### config.mk
export PLATFORM = sky130hd
export DESIGN_NAME = p1305_ctrl
export DESIGN_NICKNAME = d
export VERILOG_FILES = /design/src/sv/p1305_pkg.sv /design/src/sv/p1305_ctrl.sv
export SDC_FILE = /design/constraint.sdc
export NUM_CORES = 1
export LEC_CHECK = 0
export BUFFER_PORTS_ARGS = -buffer_cell sky130_fd_sc_hd__buf_2
export CORE_AREA = 3 3 40 42
export CTS_CLUSTER_SIZE = 20
export DETAILED_ROUTE_END_ITERATION = 8
export DIE_AREA = 0 0 43 45
export PLACE_DENSITY_LB_ADDON = 0.05
export REMOVE_ABC_BUFFERS = 1
export SKIP_CTS_REPAIR_TIMING = 1
export SYNTH_ARGS = -nofsm -noshare
export SYNTH_HDL_FRONTEND = slang
export SYNTH_SLANG_ARGS = --single-unit
### constraint.sdc
create_clock -name clock -period 3.9 [get_ports clock]
set_clock_uncertainty 0.2 [all_clocks]
set_input_delay 0.78 -clock clock [delete_from_list [all_inputs] [get_ports clock]]
set_output_delay 0.78 -clock clock [all_outputs]
set_load 0.01 [all_outputs]
### src/sv/p1305_pkg.sv
package p1305_pkg;

   localparam int NUM_LIMBS = 5;
   localparam int LIMB_W    = 26;     // radix 2^26 limb
   localparam int ACC_W     = 27;     // stored accumulator limb, one spare bit
   localparam int OP_W      = 28;     // accumulator limb plus message limb
   localparam int COEF_W    = 29;     // r limb or 5*r limb
   localparam int PROD_W    = OP_W + COEF_W;
   localparam int SUM_W     = 60;     // five products plus carry
   localparam int CARRY_W   = SUM_W - LIMB_W;
   localparam int CSR_IDX_W = 3;

   localparam logic [4:0] BLOCK_BYTES = 5'd16;

   // Configuration register indexes
   localparam logic [CSR_IDX_W-1:0] CSR_KEY_R_LOW  = 3'd0;
   localparam logic [CSR_IDX_W-1:0] CSR_KEY_R_HIGH = 3'd1;
   localparam logic [CSR_IDX_W-1:0] CSR_KEY_S_LOW  = 3'd2;
   localparam logic [CSR_IDX_W-1:0] CSR_KEY_S_HIGH = 3'd3;

   // r clamp masks per limb
   localparam logic [LIMB_W-1:0] LIMB_MASK = 26'h3ffffff;
   localparam logic [LIMB_W-1:0] CLAMP_R1  = 26'h3ffff03;
   localparam logic [LIMB_W-1:0] CLAMP_R2  = 26'h3ffc0ff;
   localparam logic [LIMB_W-1:0] CLAMP_R3  = 26'h3f03fff;
   localparam logic [LIMB_W-1:0] CLAMP_R4  = 26'h00fffff;

   typedef logic [2:0] row_type;
   localparam row_type LAST_ROW = row_type'(NUM_LIMBS - 1);

   typedef enum logic [2:0] {
      ST_IDLE,
      ST_MUL,
      ST_SUM,
      ST_FIX,
      ST_FIN_A,
      ST_FIN_B,
      ST_FIN_C
   } state_type;

   typedef struct packed {
      logic load;        // latch operands, r and 5r
      logic mul_en;      // one product row
      logic sum_en;      // sum previous row, shift limb into accumulator
      logic sum_first;   // row 0: no incoming carry
      logic fix;         // fold top carry back into limbs 0 and 1
      logic fin_a;       // carry pass, clear accumulator
      logic fin_b;       // conditional subtract of p, pack to 128 bits
      logic out_load;    // add s, load tag register
   } p1305_cmd_type;

endpackage

### src/sv/p1305_ctrl.sv
module p1305_ctrl import p1305_pkg::*; (
   input  logic          clock,
   input  logic          reset,
   input  logic          req_valid,
   input  logic [4:0]    req_valid_bytes,
   input  logic          req_last_block,
   output logic          req_stall,
   output logic          rsp_valid,
   input  logic          rsp_stall,
   output p1305_cmd_type cmd
);

   state_type state_ff, state_in;
   row_type   row_ff, row_in;
   logic      last_ff, last_in;
   logic      rsp_valid_ff, rsp_valid_in;
   logic      accept;
   logic      out_free;

   assign accept   = (state_ff == ST_IDLE) && req_valid;
   assign out_free = !rsp_valid_ff || !rsp_stall;

   always_comb begin
      state_in = state_ff;
      unique case (state_ff)
         ST_IDLE: begin
            if (req_valid) begin
               if (req_valid_bytes != 5'd0) state_in = ST_MUL;
               else if (req_last_block)     state_in = ST_FIN_A;
            end
         end
         ST_MUL: begin
            if (row_ff == LAST_ROW) state_in = ST_SUM;
         end
         ST_SUM:   state_in = ST_FIX;
         ST_FIX:   state_in = last_ff ? ST_FIN_A : ST_IDLE;
         ST_FIN_A: state_in = ST_FIN_B;
         ST_FIN_B: state_in = ST_FIN_C;
         ST_FIN_C: begin
            if (out_free) state_in = ST_IDLE;
         end
         default:  state_in = ST_IDLE;
      endcase
   end

   assign row_in       = (state_ff == ST_MUL) ? row_type'(row_ff + 3'd1) : '0;
   assign last_in      = accept ? req_last_block : last_ff;
   assign rsp_valid_in = cmd.out_load || (rsp_valid_ff && rsp_stall);

   always_comb begin
      cmd = '0;
      unique case (state_ff)
         ST_IDLE:  cmd.load = req_valid;
         ST_MUL: begin
            cmd.mul_en    = 1'b1;
            cmd.sum_en    = (row_ff != '0);
            cmd.sum_first = (row_ff == row_type'(1));
         end
         ST_SUM:   cmd.sum_en   = 1'b1;
         ST_FIX:   cmd.fix      = 1'b1;
         ST_FIN_A: cmd.fin_a    = 1'b1;
         ST_FIN_B: cmd.fin_b    = 1'b1;
         ST_FIN_C: cmd.out_load = out_free;
         default:  cmd = '0;
      endcase
   end

   always_ff @(posedge clock) begin
      if (reset) begin
         state_ff     <= ST_IDLE;
         row_ff       <= '0;
         last_ff      <= 1'b0;
         rsp_valid_ff <= 1'b0;
      end else begin
         state_ff     <= state_in;
         row_ff       <= row_in;
         last_ff      <= last_in;
         rsp_valid_ff <= rsp_valid_in;
      end
   end

   assign req_stall = (state_ff != ST_IDLE);
   assign rsp_valid = rsp_valid_ff;

endmodule

# Word level (Yosys, flattened, before mapping)
# Cells that the tools add are included.
dict set report word_totals {
  word_cells 45
  register_bits 8
  output_inout_bits 10
  in_bits 10
}
dict set report op_classes {
  reduce_logical 12
  add_sub_neg 1
  muxes 15
  eq_ne 12
  bitwise 1
}
# operator count
set op_table {}
lappend op_table {{3-bit case mux with 7 select lines} 1}
lappend op_table {{3-bit 2-to-1 mux} 6}
lappend op_table {{3-bit == test, second input constant} 4}
lappend op_table {{1-bit 2-to-1 mux} 7}
lappend op_table {{3-bit by 1-bit == test with 1-bit output, second input constant} 2}
lappend op_table {{3-bit by 2-bit == test with 1-bit output, second input constant} 2}
lappend op_table {{2-bit inequality test, second input constant} 3}
lappend op_table {{3-bit nonzero test} 2}
lappend op_table {{5-bit nonzero test} 1}
lappend op_table {{4-bit AND reduction} 1}
lappend op_table {{3-bit by 1-bit adder with 3-bit output, second input constant} 1}
lappend op_table {{3-bit zero test} 1}
lappend op_table {{3-bit by 2-bit inequality test with 1-bit output, second input constant} 1}
lappend op_table {{1-bit logical AND} 2}
lappend op_table {{1-bit zero test} 2}
lappend op_table {{1-bit logical OR} 2}
lappend op_table {{1-bit case mux with 2 select lines} 1}
lappend op_table {{2-bit OR reduction} 1}
lappend op_table {{1-bit NOT} 1}

# Logic depth before layout (Yosys ltp)
# Gate-level depths: netlist (run 1).
dict set report logic_depth {
  depth_word 4
  depth_mapped 6
}

# Worst setup path after synthesis (run 1)
# No wires, ideal clock.
dict set report synth_path {
  path_type {input -> register}
  startpoint {input req_valid_bytes[0]}
  endpoint {register state_ff[1]}
  path_buffers 0
  t_arrival_ns 2.129
  setup_time_ns 0.121
  setup_slack_ns 1.450
  cell_stages 4
  path_cell_list {or4_4 > or2_4 > o311ai_4 > mux2_4}
}
dict set report synth_via {
  elab_chain_len 4
  elab_cells_between_ends 6
}
# item line
set synth_rtl {}
lappend synth_rtl {{from (decl)} p1305_ctrl.sv:5} ;# input logic [4:0] req_valid_bytes,
lappend synth_rtl {{5-bit nonzero test (*)} p1305_ctrl.sv:28} ;# if (req_valid_bytes != 5'd0) state_in = ST_MUL;
lappend synth_rtl {{3-bit 2-to-1 mux} p1305_ctrl.sv:28}
lappend synth_rtl {{3-bit 2-to-1 mux} p1305_ctrl.sv:27} ;# if (req_valid) begin
lappend synth_rtl {{3-bit case mux with 7 select lines} p1305_ctrl.sv:25} ;# unique case (state_ff)
lappend synth_rtl {{to (signal assigned)} p1305_ctrl.sv:75} ;# state_ff <= state_in;
lappend synth_rtl {{to (decl)} p1305_ctrl.sv:13} ;# state_type state_ff, state_in;
# Every way passes the cells marked *; elsewhere a longest branch is shown, timed or not. The select of a mux whose other input is x is not followed.
# A chain may end at the register's enable or synchronous reset.

==> impl_metrics.ini, run 1 <==
[run_status]
status = finished, final reports clean

[pwr]
power_density_nw_per_um2 = 524
leakage_uw = 0.000314
finalPower_uw = 343
irDropWorstVdd_uv = 258

[logic_synthesis]
yosysWarnings = 0
synthFlopType = dfxtp_1
synthAdderAreaFrac_pct = 6.96
postSynth.asyncResetShare_pct = 0
synth_top_family_by_area = simple AND/OR/NAND/NOR gates
ys_types = 33
syn_area_per_cell_um2 = 8.56
yosysTopAreaCell = dfxtp_1
syn_area_um2 = 539
synthMuxAreaShare_pct = 7.42
synth_edf_count = 0
yosysSeqAreaShare_pct = 29.7
synth_compound_area_share_pct = 16.9
syn-instance-count = 63
synth-simple-area-share_pct = 30.2
synth_xor_area_share_pct = 1.62
synth_top_area_share_pct = 29.7
ys_seq_elements = 8
synthTopCellsByArea = dfxtp_1, ha_1, mux2_4, nor2_1, o311ai_4

[cells_and_area]
n_antenna_cell = 0
area_delta_synth_final_pct = 21.6
final_cell_mix = buf_2, nor2_1, dfxtp_1
final_common_cell = buf_2
nNetsFinal = 96
utilization_pct = 51.0
drive_gt1_share_pct = 35.8
nFillCells = 141

[sta]
hold_violations = 0
hold_ws_ns = 0.277
fin_crit_sh_pct = 64.9
fin_tns_setup_ns = 0
max_slew.worst_pin.slew_ns = 0.405
finalCriticalPeriod_ns = 2.53
rsz0062_at_grt = false
maxSlewHeadroom_pct = 73.0
timing.fmax_mhz = 395
slew_violations = 0
setup_viol = 0

[floorplan]
initial_core_util_pct = 42.0
core.rowCount = 13
io_pins = 20
fp.coreArea_um2 = 1280
die_area_um2 = 1940
fp.dieW_um = 43
die_h_um = 45

[grt]
grt_max_degree = 15
track_usage_pct = 11.6
grt_pass1_vias = 425
grt_pass1_wl_um = 1700
antenna_found_initial = 0
grt_overflow = 0

[critical_path]
slowest_delay_ns = 0.55
path_cells = or3_2 -> nor2_1 -> buf_2
worst-path-max-fanout = 13
startpoint_type = flop
critPathKind = flop to primary output
worstPathRequired_ns = 2.92
crit_slowest_cell = or3_2
arrival_ns = 1.55
setup.worst_path.end_class = primary output

[clock_network]
cts_tree = built
htreeDepth = 1
cts_buffers = 3
clock_path_buffers = 2
cts.sinks = 8
clockRootBuffer = clkbuf_4
clock_latency_ns = 0.25
clk_pin_slew_worst_paths_ns = 0.05

[placed_design]
io_buffers = 19
place.gp.congestion = 0.813
hpwl_um = 817

[routing]
ant_nets = 0
drc_errors = 0
drt-total-wl_um = 1010
drt_iter0_markers = 6
wl_per_cell_um = 10.6
via_per_inst = 5.25
drt-pass1-iter-count = 4
num_vias = 504

[hold_path]
hp-class = flop to flop

[job]
max_cap_viol_count = 0
sequential cells by signal, indices dropped and copies added, names as in the netlist:
name       count
last_ff        1
rsp_valid      1
row_ff         3
state_ff       3
synth_stat cells (2+ instances only):
| cell | count |
|---|---|
| nor2_1 | 8 |
| nand2b_1 | 3 |
| mux2_4 | 2 |
| inv_1 | 5 |
| ha_1 | 3 |
| a21oi_1 | 3 |
| nor2b_1 | 2 |
| nand2_1 | 4 |
| dfxtp_1 | 8 |
| clkbuf_1 | 2 |
area by class of cell:
class	count	area (um2)	share of cell area [%]
inverters	5	18.8	2.86
well taps	15	18.8	2.86
multi-input cells	46	340	51.9
repair buffers	19	95.1	14.5
flip-flops and latches	8	160	24.4
clock buffers	3	22.5	3.44
kinds of logic (layout without fill, tap and decap cells):
group | Yosys count | in the layout
compound gates | 11 | 11
xor+xnor | 1 | 1
fa+ha+maj | 3 | 3
buf+inv | 9 | 27
flops | 8 | 8
mux | 3 | 3
simple gates | 28 | 28
power by group:
group	internal [uW]	switching (uW)
sequential	96.2	27.1
combinational	81.6	78.7
clock	35.0	24.8
stage by stage:
step                      area [um2]  cells  worst slack [ns]
final                            656     96              1.37
after detailed placement         633     93              1.32
after CTS                        656     96              1.35
after global placement           633     93              1.33
after floorplan                  519     59              1.45
after global routing             656     96              1.30
critical path: cells and delay by family, from the launching register on:
family / cells / cell delay (ns)
and+or+nand+nor: 2 / 0.72
buffers and inverters: 1 / 0.16
DFF: 1 / 0.42
metal layers:
metal  track usage, %  up-vias  wire length (um)
li1                 -      254                 -
met1             14.8      230               476
met2             18.0       20               449
met3             4.78        0                88
met4             3.61        0                 0
met5                0        -                 0
final timing paths:
path              cells past startpoint     endpoint        start  slack, ns
setup / recovery                      3       cmd[7]  state_ff[1]       1.37
hold / removal                        1    row_ff[0]    row_ff[0]       0.28
setup reg to reg                      3  state_ff[2]  state_ff[1]       1.95
hold reg to reg                       1    row_ff[0]    row_ff[0]       0.28
Power figures use the tool's default switching activity.
==> inputs of run 2 (changes only) <==
CORE_AREA = unset   (was 3 3 40 42)
CORE_MARGIN = 3   (was unset)
CORE_UTILIZATION = 41   (was unset)
DIE_AREA = unset   (was 0 0 43 45)
clock period = 2.1 ns   (was 3.9 ns; I/O delays follow)
==> run 2 against run 1 <==
Compared with the run above:
- via count fell by 1.8%
- setup slack got worse by 1.2 ns
- sequential power rose by 63%
- final area rose by 5.0%
- worst hold slack got worse by 0.044 ns
- cell count rose by 2.1%
- routed wire length rose by 5.8%
- non-clock buffer count rose by 3
- critical path depth rose by 2
- register-to-register slack got worse by 1.7 ns
- clock power rose by 100%
- total power rose by 100%
==> impl_metrics.ini, run 2 (synthesis results as in run 1) <==
[clock_network]
cts_buffers = 3
clk_pin_slew_worst_paths_ns = 0.05
clockRootBuffer = clkbuf_4
clock_latency_ns = 0.26
cts.sinks = 8
htreeDepth = 1
cts_tree = built
clock_path_buffers = 2

[placed_design]
post-place-cells = 95
io_buffers = 19
place.gp.congestion = 0.745
hpwl_um = 841
place_ws_ns = -0.122

[grt]
antenna_found_initial = 0
grt_overflow = 0
track_usage_pct = 13.5
grt_pass1_wl_um = 1790
grt_pass1_vias = 422
grt_max_degree = 11

[hold_path]
hp-class = primary input to flop
hp-start = reset
hold_path_depth = 2
min_to = rsp_valid

[pwr]
irDropWorstVdd_uv = 514
power_density_nw_per_um2 = 1000
leakage_uw = 0.000333
finalPower_uw = 690

[floorplan]
core.rowCount = 12
io_pins = 20
fp.coreArea_um2 = 1170
initial_core_util_pct = 46.0
die_h_um = 42.3
fp.dieW_um = 42.3
die_area_um2 = 1790

[cells_and_area]
final_common_cell = buf_2
n_antenna_cell = 0
drive_gt1_share_pct = 40.5
utilization_pct = 58.8
area_delta_synth_final_pct = 27.6
finalNonFillerCells = 98
final_cell_mix = buf_2, dfxtp_1, nor2_1
nNetsFinal = 99
top_regs = row_ff x3, state_ff x3

[critical_path]
regToRegEndpoint = state_ff[1]
worst-path-max-fanout = 3
timing.rr.start = state_ff[2]
reg2regPathDepth = 5
setup.worst_path.end_class = flop
startpoint_type = primary input
arrival_ns = 1.90
critPathKind = primary input to flop
worstPathRequired_ns = 2.05
rrSetupSlack_ns = 0.24

[sta]
timing.fmax_mhz = 512
slew_violations = 0
fin_crit_sh_pct = 93.0
hold_violations = 0
max_slew.worst_pin.slew_ns = 0.308
maxSlewHeadroom_pct = 79.4
setup_ws_ns = 0.147
finalCriticalPeriod_ns = 1.95
rsz0062_at_grt = false
setup_viol = 0
fin_tns_setup_ns = 0

[run_status]
status = finished, final reports clean

[routing]
drt-pass1-iter-count = 4
drt_iter0_markers = 8
drt-total-wl_um = 1070
num_vias = 495
ant_nets = 0
wl_per_cell_um = 10.9
via_per_inst = 5.05
drc_errors = 0

[job]
max_cap_viol_count = 0
## run 2: cell count changes in the layout (fill, tap and decap cells not counted)
| cell | previous run | this run |
|---|---|---|
| buf_4 | 0 | 3 |
| nor2_1 | 8 | 7 |
| nor2_2 | 0 | 1 |
| nor3b_1 | 1 | 0 |
| nor3b_2 | 0 | 1 |
| or3_2 | 1 | 0 |
| or3_4 | 0 | 1 |
## run 2: worst max path at each step
stage / start / to / slack [ns]
after floorplan: req_valid_bytes[0] / state_ff[2] / 0.01
after global placement: req_valid_bytes[0] / state_ff[1] / -0.11
after detailed placement: req_valid_bytes[0] / state_ff[1] / -0.12
after CTS: state_ff[2] / cmd[7] / 0.03
after global routing: state_ff[0] / cmd[5] / 0.04
final: req_valid_bytes[0] / state_ff[1] / 0.15
## run 2: through the flow
stage	cell area [um2]	hold WS [ns]
6_report	688	0.233
5_1_grt	688	0.232
3_3_place_gp	654	0.251
2_1_floorplan	519	0.233
3_5_place_dp	654	0.265
4_1_cts	677	0.232
## run 2: layout make-up
class	count	area, um2
Clock buffer	3	22.5
Fill cell	119	483
Inverter	5	18.8
Multi-Input combinational cell	46	352
Sequential cell	8	160
Tap cell	14	17.5
Timing Repair Buffer	22	118
## run 2: worst max-delay path, cell delays in order
cell and delay (ns):
buf_2 0.09, or4_4 0.51, or2_4 0.25, o311ai_4 0.29, mux2_4 0.33
## run 2: layer usage
layer / routed length (um) / global-route usage [%] / part of all wire (%) / vias up
met1: 494 / 17.4 / 46 / 212
li1: - / - / - / 258
met4: 23 / 9.32 / 2.1 / 0
met3: 97 / 5.15 / 9.0 / 4
met5: 0 / 0 / 0 / -
met2: 459 / 18.2 / 43 / 21
## run 2: power by group
group / internal [uW] / total (uW) / switching, uW
combinational: 184 / 370 / 186
clock: 65.6 / 120 / 54.6
sequential: 178 / 200 / 21.6
==> inputs of run 3 (changes only) <==
PLACE_DENSITY = 0.67   (was unset)
PLACE_DENSITY_LB_ADDON = unset   (was 0.05)
==> run 3 against run 2 <==
Compared with the run above:
- register-to-register slack hardly changed
- final area is 0.36% higher
- clock power is 3% lower
- routed wire length is 2.4% higher
- setup slack worse by 0.018 ns
- cell count stayed put
- global-route usage is 0.47 points higher
- sequential share of layout area is 0.084 points lower
- critical path depth stayed put
==> impl_metrics.ini, run 3 (synthesis results as in run 1) <==
[routing]
via_per_inst = 5.15
ant_nets = 0
wl_per_cell_um = 11.2
drt-total-wl_um = 1100
drt_iter0_markers = 3
drt-pass1-iter-count = 4
drc_errors = 0
num_vias = 505

[critical_path]
arrival_ns = 1.91
worst-path-max-fanout = 3
critPathKind = primary input to flop
startpoint_type = primary input
worstPathRequired_ns = 2.04
setup.worst_path.end_class = flop

[pwr]
irDropWorstVdd_uv = 642
power_density_nw_per_um2 = 1010
leakage_uw = 0.000334

[sta]
finalCriticalPeriod_ns = 1.97
hold_ws_ns = 0.230
timing.fmax_mhz = 507
maxSlewHeadroom_pct = 78.9
max_slew.worst_pin.slew_ns = 0.316
fin_crit_sh_pct = 93.9
rsz0062_at_grt = false
slew_violations = 0
fin_tns_setup_ns = 0
setup_viol = 0
hold_violations = 0

[grt]
grt_overflow = 0
antenna_found_initial = 0
grt_pass1_wl_um = 1890
track_usage_pct = 14.0
grt_pass1_vias = 453
grt_max_degree = 13

[cells_and_area]
area_delta_synth_final_pct = 28.1
drive_gt1_share_pct = 41.7
n_antenna_cell = 0
final_common_cell = buf_2
finalNonFillerCells = 98
top_regs = row_ff x3, state_ff x3
nNetsFinal = 99
final_cell_mix = buf_2, dfxtp_1, nor2_1

[floorplan]
fp.coreArea_um2 = 1170
initial_core_util_pct = 46.0
die_area_um2 = 1790
fp.dieW_um = 42.3
core.rowCount = 12
die_h_um = 42.3
io_pins = 20

[clock_network]
cts_tree = built
clock_latency_ns = 0.25
clk_pin_slew_worst_paths_ns = 0.05
clock_path_buffers = 2
cts.sinks = 8
cts_buffers = 3
clockRootBuffer = clkbuf_4
htreeDepth = 1

[hold_path]
hp-class = primary input to flop

[job]
max_cap_viol_count = 0

[placed_design]
post-place-cells = 95
place.gp.congestion = 0.774
io_buffers = 19
hpwl_um = 857

[run_status]
status = finished, final reports clean
run 3: power breakdown:
part	total [uW]	switching (uW)	internal, uW
logic	377	191	186
clock network	116	50.8	65.3
registers	201	22.2	179
total	694	264	430
run 3: stage by stage:
step | setup WS, ns | util (%) | power (uW) | area, um2
after floorplan | 0.00968 | - | 443 | 519
after global placement | -0.107 | 55.9 | 555 | 654
after detailed placement | -0.134 | 55.9 | 559 | 654
after CTS | -0.0174 | 57.8 | 680 | 677
after global routing | 0.00559 | 59.0 | 757 | 691
final | 0.129 | 59.0 | 694 | 691
run 3: area by class of cell:
| cell class | instances | area [um2] |
|---|---|---|
| tap | 14 | 17.5 |
| clock buffer | 3 | 22.5 |
| timing repair buffer | 22 | 118 |
| multi-input combinational | 46 | 354 |
| fill | 120 | 480 |
| sequential | 8 | 160 |
| inverter | 5 | 18.8 |
run 3: per-layer routing:
metal / part of all wire, % / track usage, % / up-vias
met5: 0 / 0 / -
met3: 7.0 / 7.73 / 3
met4: 1.0 / 5.59 / 0
met2: 46 / 19.5 / 14
li1: - / - / 259
met1: 46 / 17.8 / 229
run 3: worst max-delay path, stage by stage:
cell,delay (ns)
buf_2,0.09
or4_4,0.52
or2_4,0.26
o311ai_4,0.30
mux2_4,0.33
run 3: final timing paths:
check                     startpoint     endpoint  cells past startpoint  slack [ns]
hold reg to reg            row_ff[0]    row_ff[0]                      1        0.27
hold / removal                 reset    rsp_valid                      2        0.23
setup / recovery  req_valid_bytes[0]  state_ff[1]                      5        0.13
setup reg to reg         state_ff[2]  state_ff[1]                      5        0.25
